## src/rtl/gdd_pkg.sv

```systemverilog
// ----------------------------------------------------------------------------
// gdd_pkg
// Types, constants, microcode word and calendar tables of the date difference.
// ----------------------------------------------------------------------------
package gdd_pkg;

  localparam int YEAR_MAX_DEF = 9999;

  localparam int YEAR_W  = 14;
  localparam int MONTH_W = 4;
  localparam int DAY_W   = 5;
  localparam int COUNT_W = 22;
  localparam int SERIAL_W = 23;
  localparam int PROD_W  = 27;
  localparam int STEP_W  = 4;

  // floor(x / 100) == (x * 5243) >> 19 for every 14-bit x
  localparam logic [12:0] RECIP_100 = 13'd5243;
  localparam int          RECIP_SHIFT = 19;
  localparam logic [8:0]  DAYS_YEAR = 9'd365;

  typedef struct packed {
    logic [YEAR_W-1:0]  year_a;
    logic [MONTH_W-1:0] month_a;
    logic [DAY_W-1:0]   day_a;
    logic [YEAR_W-1:0]  year_b;
    logic [MONTH_W-1:0] month_b;
    logic [DAY_W-1:0]   day_b;
  } in_t;

  typedef struct packed {
    logic               dates_valid;
    logic [COUNT_W-1:0] day_count;
  } out_t;

  // Datapath operations
  typedef enum logic [3:0] {
    OP_NOP,
    OP_MULY,   // product = year * 1/100 reciprocal
    OP_LEAP,   // leap flag from year / 100
    OP_CHK,    // check date, load day-of-year
    OP_MULP,   // product = (year - 1) * 1/100 reciprocal
    OP_LEAPS,  // add leap days of earlier years
    OP_M365,   // add 365 * year
    OP_SAVE,   // park first serial number
    OP_FIN     // form the result
  } op_t;

  typedef struct packed {
    op_t               op;
    logic              sel_b;
    logic              jmp_bad;
    logic              last;
    logic [STEP_W-1:0] target;
  } ctrl_t;

  typedef struct packed {
    logic ok;
  } stat_t;

  // Month length, February as a common year; zero for codes that are no month
  function automatic logic [DAY_W-1:0] month_len(input logic [MONTH_W-1:0] m);
    logic [DAY_W-1:0] len;
    unique case (m)
      4'd1, 4'd3, 4'd5, 4'd7, 4'd8, 4'd10, 4'd12: len = 5'd31;
      4'd4, 4'd6, 4'd9, 4'd11:                    len = 5'd30;
      4'd2:                                       len = 5'd28;
      default:                                    len = 5'd0;
    endcase
    return len;
  endfunction

  // Days in the months before month m, common year
  function automatic logic [8:0] days_before(input logic [MONTH_W-1:0] m);
    logic [8:0] n;
    unique case (m)
      4'd1:    n = 9'd0;
      4'd2:    n = 9'd31;
      4'd3:    n = 9'd59;
      4'd4:    n = 9'd90;
      4'd5:    n = 9'd120;
      4'd6:    n = 9'd151;
      4'd7:    n = 9'd181;
      4'd8:    n = 9'd212;
      4'd9:    n = 9'd243;
      4'd10:   n = 9'd273;
      4'd11:   n = 9'd304;
      4'd12:   n = 9'd334;
      default: n = 9'd0;
    endcase
    return n;
  endfunction

endpackage

```

## src/rtl/gdd_seq.sv

```systemverilog
// ----------------------------------------------------------------------------
// gdd_seq
// Step counter and microcode table; issues one control word per step.
// ----------------------------------------------------------------------------
module gdd_seq (
  input  logic               clk,
  input  logic               rst_n,
  input  logic               start,
  input  logic               adv,
  input  gdd_pkg::stat_t     stat,
  output gdd_pkg::ctrl_t     ctrl
);

  localparam logic [gdd_pkg::STEP_W-1:0] STEP_FIN = 4'd13;

  logic [gdd_pkg::STEP_W-1:0] step_r, step_nxt;

  // Program: date A, park its serial, date B, then finish.
  // A bad date skips straight to the finish step.
  function automatic gdd_pkg::ctrl_t rom(input logic [gdd_pkg::STEP_W-1:0] s);
    gdd_pkg::ctrl_t w;
    w = '{op: gdd_pkg::OP_NOP, sel_b: 1'b0, jmp_bad: 1'b0, last: 1'b0, target: STEP_FIN};
    unique case (s)
      4'd0:  w.op = gdd_pkg::OP_MULY;
      4'd1:  w.op = gdd_pkg::OP_LEAP;
      4'd2:  w.op = gdd_pkg::OP_CHK;
      4'd3:  begin
        w.op = gdd_pkg::OP_MULP;
        w.jmp_bad = 1'b1;
      end
      4'd4:  w.op = gdd_pkg::OP_LEAPS;
      4'd5:  w.op = gdd_pkg::OP_M365;
      4'd6:  w.op = gdd_pkg::OP_SAVE;
      4'd7:  begin
        w.op = gdd_pkg::OP_MULY;
        w.sel_b = 1'b1;
      end
      4'd8:  begin
        w.op = gdd_pkg::OP_LEAP;
        w.sel_b = 1'b1;
      end
      4'd9:  begin
        w.op = gdd_pkg::OP_CHK;
        w.sel_b = 1'b1;
      end
      4'd10: begin
        w.op = gdd_pkg::OP_MULP;
        w.sel_b = 1'b1;
        w.jmp_bad = 1'b1;
      end
      4'd11: begin
        w.op = gdd_pkg::OP_LEAPS;
        w.sel_b = 1'b1;
      end
      4'd12: begin
        w.op = gdd_pkg::OP_M365;
        w.sel_b = 1'b1;
      end
      default: begin
        w.op = gdd_pkg::OP_FIN;
        w.last = 1'b1;
      end
    endcase
    return w;
  endfunction

  assign ctrl = rom(step_r);

  // Restart on a new item, jump on a bad date, else step forward
  always_comb begin
    step_nxt = step_r;
    priority if (start) begin
      step_nxt = '0;
    end else if (adv && ctrl.jmp_bad && !stat.ok) begin
      step_nxt = ctrl.target;
    end else if (adv && !ctrl.last) begin
      step_nxt = step_r + 4'd1;
    end
  end

  always_ff @(posedge clk) begin
    if (!rst_n) begin
      step_r <= '0;
    end else begin
      step_r <= step_nxt;
    end
  end

endmodule

```

## src/rtl/gdd_dp.sv

```systemverilog
// ----------------------------------------------------------------------------
// gdd_dp
// Date datapath: reciprocal multiply, leap test, checks and serial day sum.
// ----------------------------------------------------------------------------
module gdd_dp #(
  parameter int YEAR_MAX = gdd_pkg::YEAR_MAX_DEF
) (
  input  logic            clk,
  input  logic            start,
  input  gdd_pkg::in_t    in_data,
  input  logic            exec,
  input  gdd_pkg::ctrl_t  ctrl,
  output gdd_pkg::stat_t  stat,
  output gdd_pkg::out_t   res
);

  localparam logic [16:0] YMAX = 17'(YEAR_MAX);

  gdd_pkg::in_t                   item_r;
  logic                           ok_r;
  logic                           leap_r;
  logic [gdd_pkg::PROD_W-1:0]     prod_r;
  logic [gdd_pkg::SERIAL_W-1:0]   acc_r;
  logic [gdd_pkg::SERIAL_W-1:0]   sa_r;

  logic [gdd_pkg::YEAR_W-1:0]     y;
  logic [gdd_pkg::YEAR_W-1:0]     p;
  logic [gdd_pkg::MONTH_W-1:0]    m;
  logic [gdd_pkg::DAY_W-1:0]      d;
  logic [7:0]                     q100;
  logic [14:0]                    q_x100;
  logic                           div100;
  logic [gdd_pkg::DAY_W-1:0]      len;
  logic                           date_good;
  logic [11:0]                    leaps;
  logic [gdd_pkg::SERIAL_W-1:0]   diff;

  // Pick the date that this step works on
  always_comb begin
    if (ctrl.sel_b) begin
      y = item_r.year_b;
      m = item_r.month_b;
      d = item_r.day_b;
    end else begin
      y = item_r.year_a;
      m = item_r.month_a;
      d = item_r.day_a;
    end
  end

  assign p      = y - 14'd1;
  assign q100   = prod_r[gdd_pkg::RECIP_SHIFT +: 8];
  assign q_x100 = 15'(q100) * 15'd100;
  assign div100 = (15'(y) == q_x100);

  // Month length with the leap day, then the validity test
  always_comb begin
    len = gdd_pkg::month_len(m);
    if (m == 4'd2 && leap_r) begin
      len = 5'd29;
    end
    date_good = (17'(y) <= YMAX) && (m >= 4'd1) && (m <= 4'd12) &&
                (d >= 5'd1) && (d <= len);
  end

  // Leap years in 0 .. y-1
  assign leaps = (y == '0) ? 12'd0 :
                 (p[13:2] - 12'(q100) + 12'(q100[7:2]) + 12'd1);

  // Absolute difference, saturated to the count width
  always_comb begin
    diff = (sa_r > acc_r) ? (sa_r - acc_r) : (acc_r - sa_r);
    res.dates_valid = ok_r;
    if (!ok_r) begin
      res.day_count = '0;
    end else if (diff[gdd_pkg::SERIAL_W-1]) begin
      res.day_count = '1;
    end else begin
      res.day_count = diff[gdd_pkg::COUNT_W-1:0];
    end
  end

  assign stat.ok = ok_r;

  // Load a new item or run the current micro-op
  always_ff @(posedge clk) begin
    if (start) begin
      item_r <= in_data;
      ok_r   <= 1'b1;
    end else if (exec) begin
      unique case (ctrl.op)
        gdd_pkg::OP_MULY:
          prod_r <= 27'(y) * 27'(gdd_pkg::RECIP_100);
        gdd_pkg::OP_LEAP:
          leap_r <= (y[1:0] == 2'd0 && !div100) || (div100 && q100[1:0] == 2'd0);
        gdd_pkg::OP_CHK: begin
          ok_r  <= ok_r && date_good;
          acc_r <= 23'(gdd_pkg::days_before(m)) + 23'(d) +
                   23'((m > 4'd2) && leap_r);
        end
        gdd_pkg::OP_MULP:
          prod_r <= 27'(p) * 27'(gdd_pkg::RECIP_100);
        gdd_pkg::OP_LEAPS:
          acc_r <= acc_r + 23'(leaps);
        gdd_pkg::OP_M365:
          acc_r <= acc_r + 23'(y) * 23'(gdd_pkg::DAYS_YEAR);
        gdd_pkg::OP_SAVE:
          sa_r <= acc_r;
        gdd_pkg::OP_NOP, gdd_pkg::OP_FIN: begin
        end
        default: begin
        end
      endcase
    end
  end

endmodule

```

## src/rtl/gregorian_date_difference_top.sv

```systemverilog
// ----------------------------------------------------------------------------
// gregorian_date_difference_top
// Days between two Gregorian dates, run by a microcoded sequencer.
// ----------------------------------------------------------------------------
// Usage:
//   Input channel in_valid / in_stall / in_data carries two dates. A transfer
//   happens when in_valid is high and in_stall is low. in_stall stays high
//   while the sequencer works on an item, so one item is in flight at a time.
//   Output channel out_valid / out_stall / out_data gives one result per item:
//   dates_valid and day_count (zero when either date is invalid).
//   For valid dates an item runs through every step of the microcode program
//   of 14 steps, one datapath operation per step; when date A or date B is
//   invalid, the program skips ahead to the finish step. A new item is taken
//   only once the sequencer has finished the current one.
//   The output register holds the result while out_stall is high, and a new
//   item is taken meanwhile; it finishes its steps and waits at the last
//   step until the register frees up.
//   Reset (rst_n low, synchronous) clears the sequencer, the busy flag and out_valid.
// ----------------------------------------------------------------------------
module gregorian_date_difference_top #(
  parameter int YEAR_MAX = gdd_pkg::YEAR_MAX_DEF
) (
  input  logic           clk,
  input  logic           rst_n,
  input  logic           in_valid,
  output logic           in_stall,
  input  gdd_pkg::in_t   in_data,
  output logic           out_valid,
  input  logic           out_stall,
  output gdd_pkg::out_t  out_data
);

  logic           busy_r, busy_nxt;
  logic           out_valid_r, out_valid_nxt;
  gdd_pkg::out_t  out_r;

  gdd_pkg::ctrl_t ctrl;
  gdd_pkg::stat_t stat;
  gdd_pkg::out_t  res;

  logic start;
  logic out_free;
  logic fin;
  logic adv;

  assign start    = in_valid && !busy_r;
  assign out_free = !out_valid_r || !out_stall;
  assign fin      = busy_r && ctrl.last && out_free;
  // Hold at the last step while the output register holds a stalled result
  assign adv      = busy_r && (!ctrl.last || out_free);

  gdd_seq u_seq (
    .clk   (clk),
    .rst_n (rst_n),
    .start (start),
    .adv   (adv),
    .stat  (stat),
    .ctrl  (ctrl)
  );

  gdd_dp #(
    .YEAR_MAX (YEAR_MAX)
  ) u_dp (
    .clk     (clk),
    .start   (start),
    .in_data (in_data),
    .exec    (adv),
    .ctrl    (ctrl),
    .stat    (stat),
    .res     (res)
  );

  // Track the busy flag and the output register
  always_comb begin
    busy_nxt = busy_r;
    if (start) begin
      busy_nxt = 1'b1;
    end else if (fin) begin
      busy_nxt = 1'b0;
    end
    out_valid_nxt = out_valid_r;
    if (fin) begin
      out_valid_nxt = 1'b1;
    end else if (!out_stall) begin
      out_valid_nxt = 1'b0;
    end
  end

  always_ff @(posedge clk) begin
    if (!rst_n) begin
      busy_r      <= 1'b0;
      out_valid_r <= 1'b0;
    end else begin
      busy_r      <= busy_nxt;
      out_valid_r <= out_valid_nxt;
    end
  end

  // Capture the result on the finishing step
  always_ff @(posedge clk) begin
    if (fin) begin
      out_r <= res;
    end
  end

  assign in_stall  = busy_r;
  assign out_valid = out_valid_r;
  assign out_data  = out_r;

endmodule

```

## config.mk

```make
export PLATFORM = sky130hd
export DESIGN_NAME = gregorian_date_difference_top
export DESIGN_NICKNAME = d
export VERILOG_FILES = /design/src/rtl/gdd_pkg.sv /design/src/rtl/gdd_seq.sv /design/src/rtl/gdd_dp.sv /design/src/rtl/gregorian_date_difference_top.sv
export SDC_FILE = /design/constraint.sdc
export NUM_CORES = 1
export LEC_CHECK = 0
export BUFFER_PORTS_ARGS = -buffer_cell sky130_fd_sc_hd__buf_2
export CAP_MARGIN = 10
export CORE_UTILIZATION = 35
export DETAILED_ROUTE_END_ITERATION = 6
export PLACE_DENSITY_LB_ADDON = 0.2
export SLEW_MARGIN = 20
export SYNTH_ARGS = -nofsm -noshare
export SYNTH_HDL_FRONTEND = slang
export SYNTH_HIERARCHICAL = 1
export SYNTH_SLANG_ARGS = --single-unit
export TNS_END_PERCENT = 10
```

## constraint.sdc

```tcl
create_clock -name clk -period 25.9 [get_ports clk]
set_input_delay 1.295 -clock clk [delete_from_list [all_inputs] [get_ports clk]]
set_output_delay 1.295 -clock clk [all_outputs]
set_load 0.005 [all_outputs]
```

=== After elaboration in Yosys (flattened, before gate mapping) ===
Memories as Yosys holds them, arrays and structs flattened.
Cells that the tools add are included.

* Equal/unequal tests: 22
* Bitwise logic cells: 2
* Reduce and logical (&&, ||, !) cells: 47
* $add $sub $neg: 11
* Multiplexer cells: 22
* Order comparisons: 7
* Multiply operators: 4

{| class="wikitable"
|+ Operators by type and width
! cell !! number
|-
| 23-bit case mux with 3 select lines || 1
|-
| 14-bit by 13-bit multiplier with 27-bit output (second input constant) || 2
|-
| 27-bit case mux with 2 select lines || 1
|-
| 23-bit subtractor || 2
|-
| 4-bit by 3-bit equality test with 1-bit output (second input constant) || 8
|-
| 4-bit case mux with 7 select lines || 1
|-
| 9-bit 2-to-1 mux || 3
|-
| 23-bit by 1-bit adder with 23-bit output || 1
|-
| 23-bit by 12-bit adder with 23-bit output || 1
|-
| 23-bit adder || 1
|-
| 23-bit > comparator || 1
|-
| 14-bit by 9-bit multiplier with 23-bit output (second input constant) || 1
|-
| 23-bit 2-to-1 mux || 1
|-
| 22-bit 2-to-1 mux || 1
|-
| 4-bit by 2-bit equality test with 1-bit output (second input constant) || 5
|-
| 4-bit equality test (second input constant) || 5
|-
| 1-bit logical AND || 16
|-
| 14-bit by 15-bit equality test with 1-bit output || 1
|-
| 14-bit <= comparator (second input constant) || 1
|-
| 14-bit zero test || 1
|-
| 14-bit 2-to-1 mux || 1
|-
| 2-bit OR reduction || 7
|-
| 14-bit by 1-bit subtractor with 14-bit output (second input constant) || 1
|-
| 8-bit by 5-bit multiplier with 13-bit output (second input constant) || 1
|-
| other kinds (28) || 51
|}

* Bits in registers: 150
* Output and inout bits: 25
* Memory bits (read-only): 224
* Logic and storage cells: 134
* Input bits: 50
* Memories kept: 2

{| class="wikitable"
|+ Memory list
! name !! words !! width !! read ports !! clocked after memory_dff !! wr ports !! RTL line !! source
|-
| (name not given) || 16 || 9 || 1 || 0 || 0 || gdd_pkg.sv:76 || <nowiki>unique case (m)</nowiki>
|-
| (name not given) || 16 || 5 || 1 || 0 || 0 || gdd_pkg.sv:64 || <nowiki>unique case (m)</nowiki>
|}

=== Logic depth before layout (Yosys ltp) ===
* Depth in word-level cells: 11
* Mapped depth: 38
* Gate-level depth less buffers: 34

=== Modules after synthesis ===
Netlist, hierarchy kept.

{| class="wikitable"
|+ Modules (own cells, without submodules)
! module !! seq. area each (um2) !! times used !! cells an instance !! area an instance (um2)
|-
| gdd_dp || 3052.9 || 1 || 1977 || 18824.3
|-
| gregorian_date_difference_top || 730.7 || 1 || 34 || 784.5
|-
| gdd_seq || 80.1 || 1 || 53 || 399.1
|}

=== Least setup slack after synthesis ===
Ideal clock, no wire load.

* Path kind: register to register
* From: reg u_seq/step_r[0] in the netlist's numbering
* To: reg u_dp/prod_r[26] in the netlist's numbering, data pin
* Setup time: 0.270 ns
* Stages on the path, launching flop included: 35
* Arrival: 8.772 ns
* Path slack: 16.858 ns
* Cells stage by stage: dfxtp_1 -> inv_1 -> ha_1 -> or4_4 -> o21ai_0 -> nor2_1 -> buf_2 -> buf_2 -> buf_2 -> mux2i_1 -> ha_1 -> nand2_1 -> a21boi_2 -> o21ai_1 -> a21boi_1 -> nand2_1 -> xnor2_1 -> inv_1 -> fa_1 -> ha_1 -> fa_1 -> inv_1 -> fa_1 -> fa_1 -> inv_1 -> ha_1 -> and4_1 -> nand2_1 -> or2_2 -> o22ai_1 -> o41a_1 -> a41o_1 -> a21oi_1 -> xnor2_1 -> a21oi_1

{| class="wikitable"
|+ RTL lines
! element !! RTL line !! source
|-
| start, declared || gdd_seq.sv:16 || <nowiki>logic [gdd_pkg::STEP_W-1:0] step_r, step_nxt;</nowiki>
|-
| start signal, assigned || gdd_seq.sv:85 || <nowiki>step_r <= step_nxt;</nowiki>
|-
| end signal, assigned || gdd_dp.sv:93 || <nowiki>prod_r <= 27'(y) * 27'(gdd_pkg::RECIP_100);</nowiki>
|-
| end signal, assigned || gdd_dp.sv:102 || <nowiki>prod_r <= 27'(p) * 27'(gdd_pkg::RECIP_100);</nowiki>
|-
| end, declared || gdd_dp.sv:22 || <nowiki>logic [gdd_pkg::PROD_W-1:0] prod_r;</nowiki>
|}

==> impl_metrics.env <==
export IMPL_outcome="finished, final reports clean"
export IMPL_gr_total_overflow=0
export IMPL_cts_buffers=17
export IMPL_syn_inst=2058
export IMPL_root_buffer="clkbuf_16"
export IMPL_path_max_fanout=24
export IMPL_dr_pass1_iters=5
export IMPL_clk_latency_ns=0.48
export IMPL_gp_congestion=0.8793
export IMPL_die_area_sq_mm=0.05802
export IMPL_cts_buffer_depth=2
export IMPL_vias_per_cell=4.936
export IMPL_die_width_um=240.9
export IMPL_reg2regPathDepth=31
export IMPL_routedWlPerCell_um=17.15
export IMPL_critical_path_slowest_cell="mux2i_1"
export IMPL_grt_use_total_pct=18.23
export IMPL_drtIter0Drc=673
export IMPL_worst_setup_path_type="flip-flop to flip-flop"
export IMPL_grt_pass1_wl_mm=81.07
export IMPL_rsz0062_at_grt="no"
export IMPL_netlist_area_sq_mm=0.01997
export IMPL_hold_class="flip-flop to flip-flop"
export IMPL_cp_data_arrival_time_ns=9.85
export IMPL_crit_required_ns=26.12
export IMPL_crit_path_end_kind="flip-flop"
export IMPL_numClockSinks=131
export IMPL_hold_ws_ns=0.5270
export IMPL_dp_hpwl_mm=42.42
export IMPL_path_clk_slew_ns=0.07
export IMPL_slew_violations=0
export IMPL_ir_worst_vdd_uv=95.47
export IMPL_setup_tns_ns=0
export IMPL_cts_hold_buffers=0
export IMPL_max_freq_ghz=0.1039
export IMPL_post_route_period_util_pct=37.15
export IMPL_antenna_found_initial=1
export IMPL_worstMarginPinSlew_ns=1.080
export IMPL_vias=14301
export IMPL_drtAntennaViolNets=0
export IMPL_syn2layout_area_growth_pct=9.492
export IMPL_grt_pass1_vias=15049
export IMPL_timing_final_crit_period_ns=9.622
export IMPL_cp_slowest_stage_delay_ns=0.84
export IMPL_die_height_um=240.9
export IMPL_relSlewSlack_pct=25.97
export IMPL_rows=87
export IMPL_layout_drive_gt1_share_pct=7.664
export IMPL_critPathLaunchType="flip-flop"
export IMPL_io_pins=75
export IMPL_totalWireLength_mm=49.67
export IMPL_h_tree_depth=4
export IMPL_post_cts_buffers=0
export IMPL_setup_viol=0
export IMPL_p_leak_nw=10.56
export IMPL_avgSynthCellArea_sq_um=9.704
export IMPL_yosysWarnings=6
export IMPL_max_cap_viol_count=0
export IMPL_cellPowerDensity_mw_per_mm2=94.45
export IMPL_nets=2746
export IMPL_start_util_pct=35.42
export IMPL_min_delay_path_depth=1
export IMPL_drcViolationCount=0
export IMPL_final_common_cell="inv_1"
export IMPL_core_area_sq_mm=0.05639
export IMPL_grt_max_degree=51
export IMPL_final_fill_count=5728
export IMPL_io_buffers=74
export IMPL_hold_viol_final=0
export IMPL_rrSetupSlack_ns=16.28
export IMPL_cts_tree="built"
export IMPL_fin_worst_skew_ns=0.01732
export IMPL_final_cell_mix="421 x inv_1, 376 x ha_1, 193 x fa_1, 124 x edfxtp_1, 109 x a21oi_1"
export IMPL_cts_resized=0
export IMPL_syn_nets=2677
power breakdown:
part / internal (mW) / switching, mW / leakage (nW) / total [mW]
Clock: 0.143 / 0.104 / 0.281 / 0.247
Sequential: 0.251 / 0.0124 / 1.20 / 0.263
Combinational: 0.665 / 0.890 / 9.08 / 1.56
sequential cells by signal, indices dropped and copies added (netlist names):
signal	flops
u_dp/prod_r	8
u_dp/sa_r	23
u_dp/stat	1
u_dp/item_r	46
u_dp/leap_r	1
u_dp/acc_r	23
out_valid	1
u_seq/step_r	4
out_data	23
in_stall	1
path summary, 6_finish.rpt:
kind                   startpoint         endpoint
hold reg to reg          in_stall         in_stall
hold / removal           in_stall         in_stall
setup reg to reg  u_seq/step_r[0]  u_dp/prod_r[26]
setup / recovery  u_seq/step_r[0]  u_dp/prod_r[26]
worst max-delay path, delay by kind of cell (launching register included):
| kind | cells | cell delay, ns |
|---|---|---|
| adders and majority gates | 8 | 3.25 |
| and+or+nand+nor | 6 | 1.34 |
| muxes | 1 | 0.84 |
| AOI/OAI and AO/OA | 9 | 1.86 |
| xor gates and xnor gates | 2 | 0.84 |
| buffers and inverters | 5 | 0.82 |
| DFF | 1 | 0.38 |
metal layers:
layer	GRT usage [%]	wire (um)	up-vias
li1	-	-	7070
met1	25.07	24300	6979
met2	29.23	22700	211
met3	2.859	1516	41
met4	5.850	1153	0
met5	0	0	-
metrics by stage:
step	setup slack [ns]	cell area, sq um	total power [mW]	utilization (%)	cells
2_1_floorplan	16.86	19970	1.443	-	2058
3_3_place_gp	16.44	21250	1.802	37.68	2864
3_5_place_dp	16.23	21260	1.822	37.70	2864
4_1_cts	16.20	21840	2.094	38.74	2896
5_1_grt	15.62	21860	2.333	38.77	2896
6_report	16.28	21870	2.065	38.78	2897
cell type report:
cell class	count	area [sq um]	area share, %
Clock inverter	13	152.6	0.6981
Antenna cell	1	2.502	0.01144
Clock buffer	19	432.9	1.980
Multi-Input combinational cell	1463	14380	65.78
Sequential cell	131	3864	17.67
Inverter	423	1588	7.261
Timing Repair Buffer	91	498.0	2.277
Tap cell	756	945.9	4.326
Note: power is estimated with default switching activity, not from simulation.
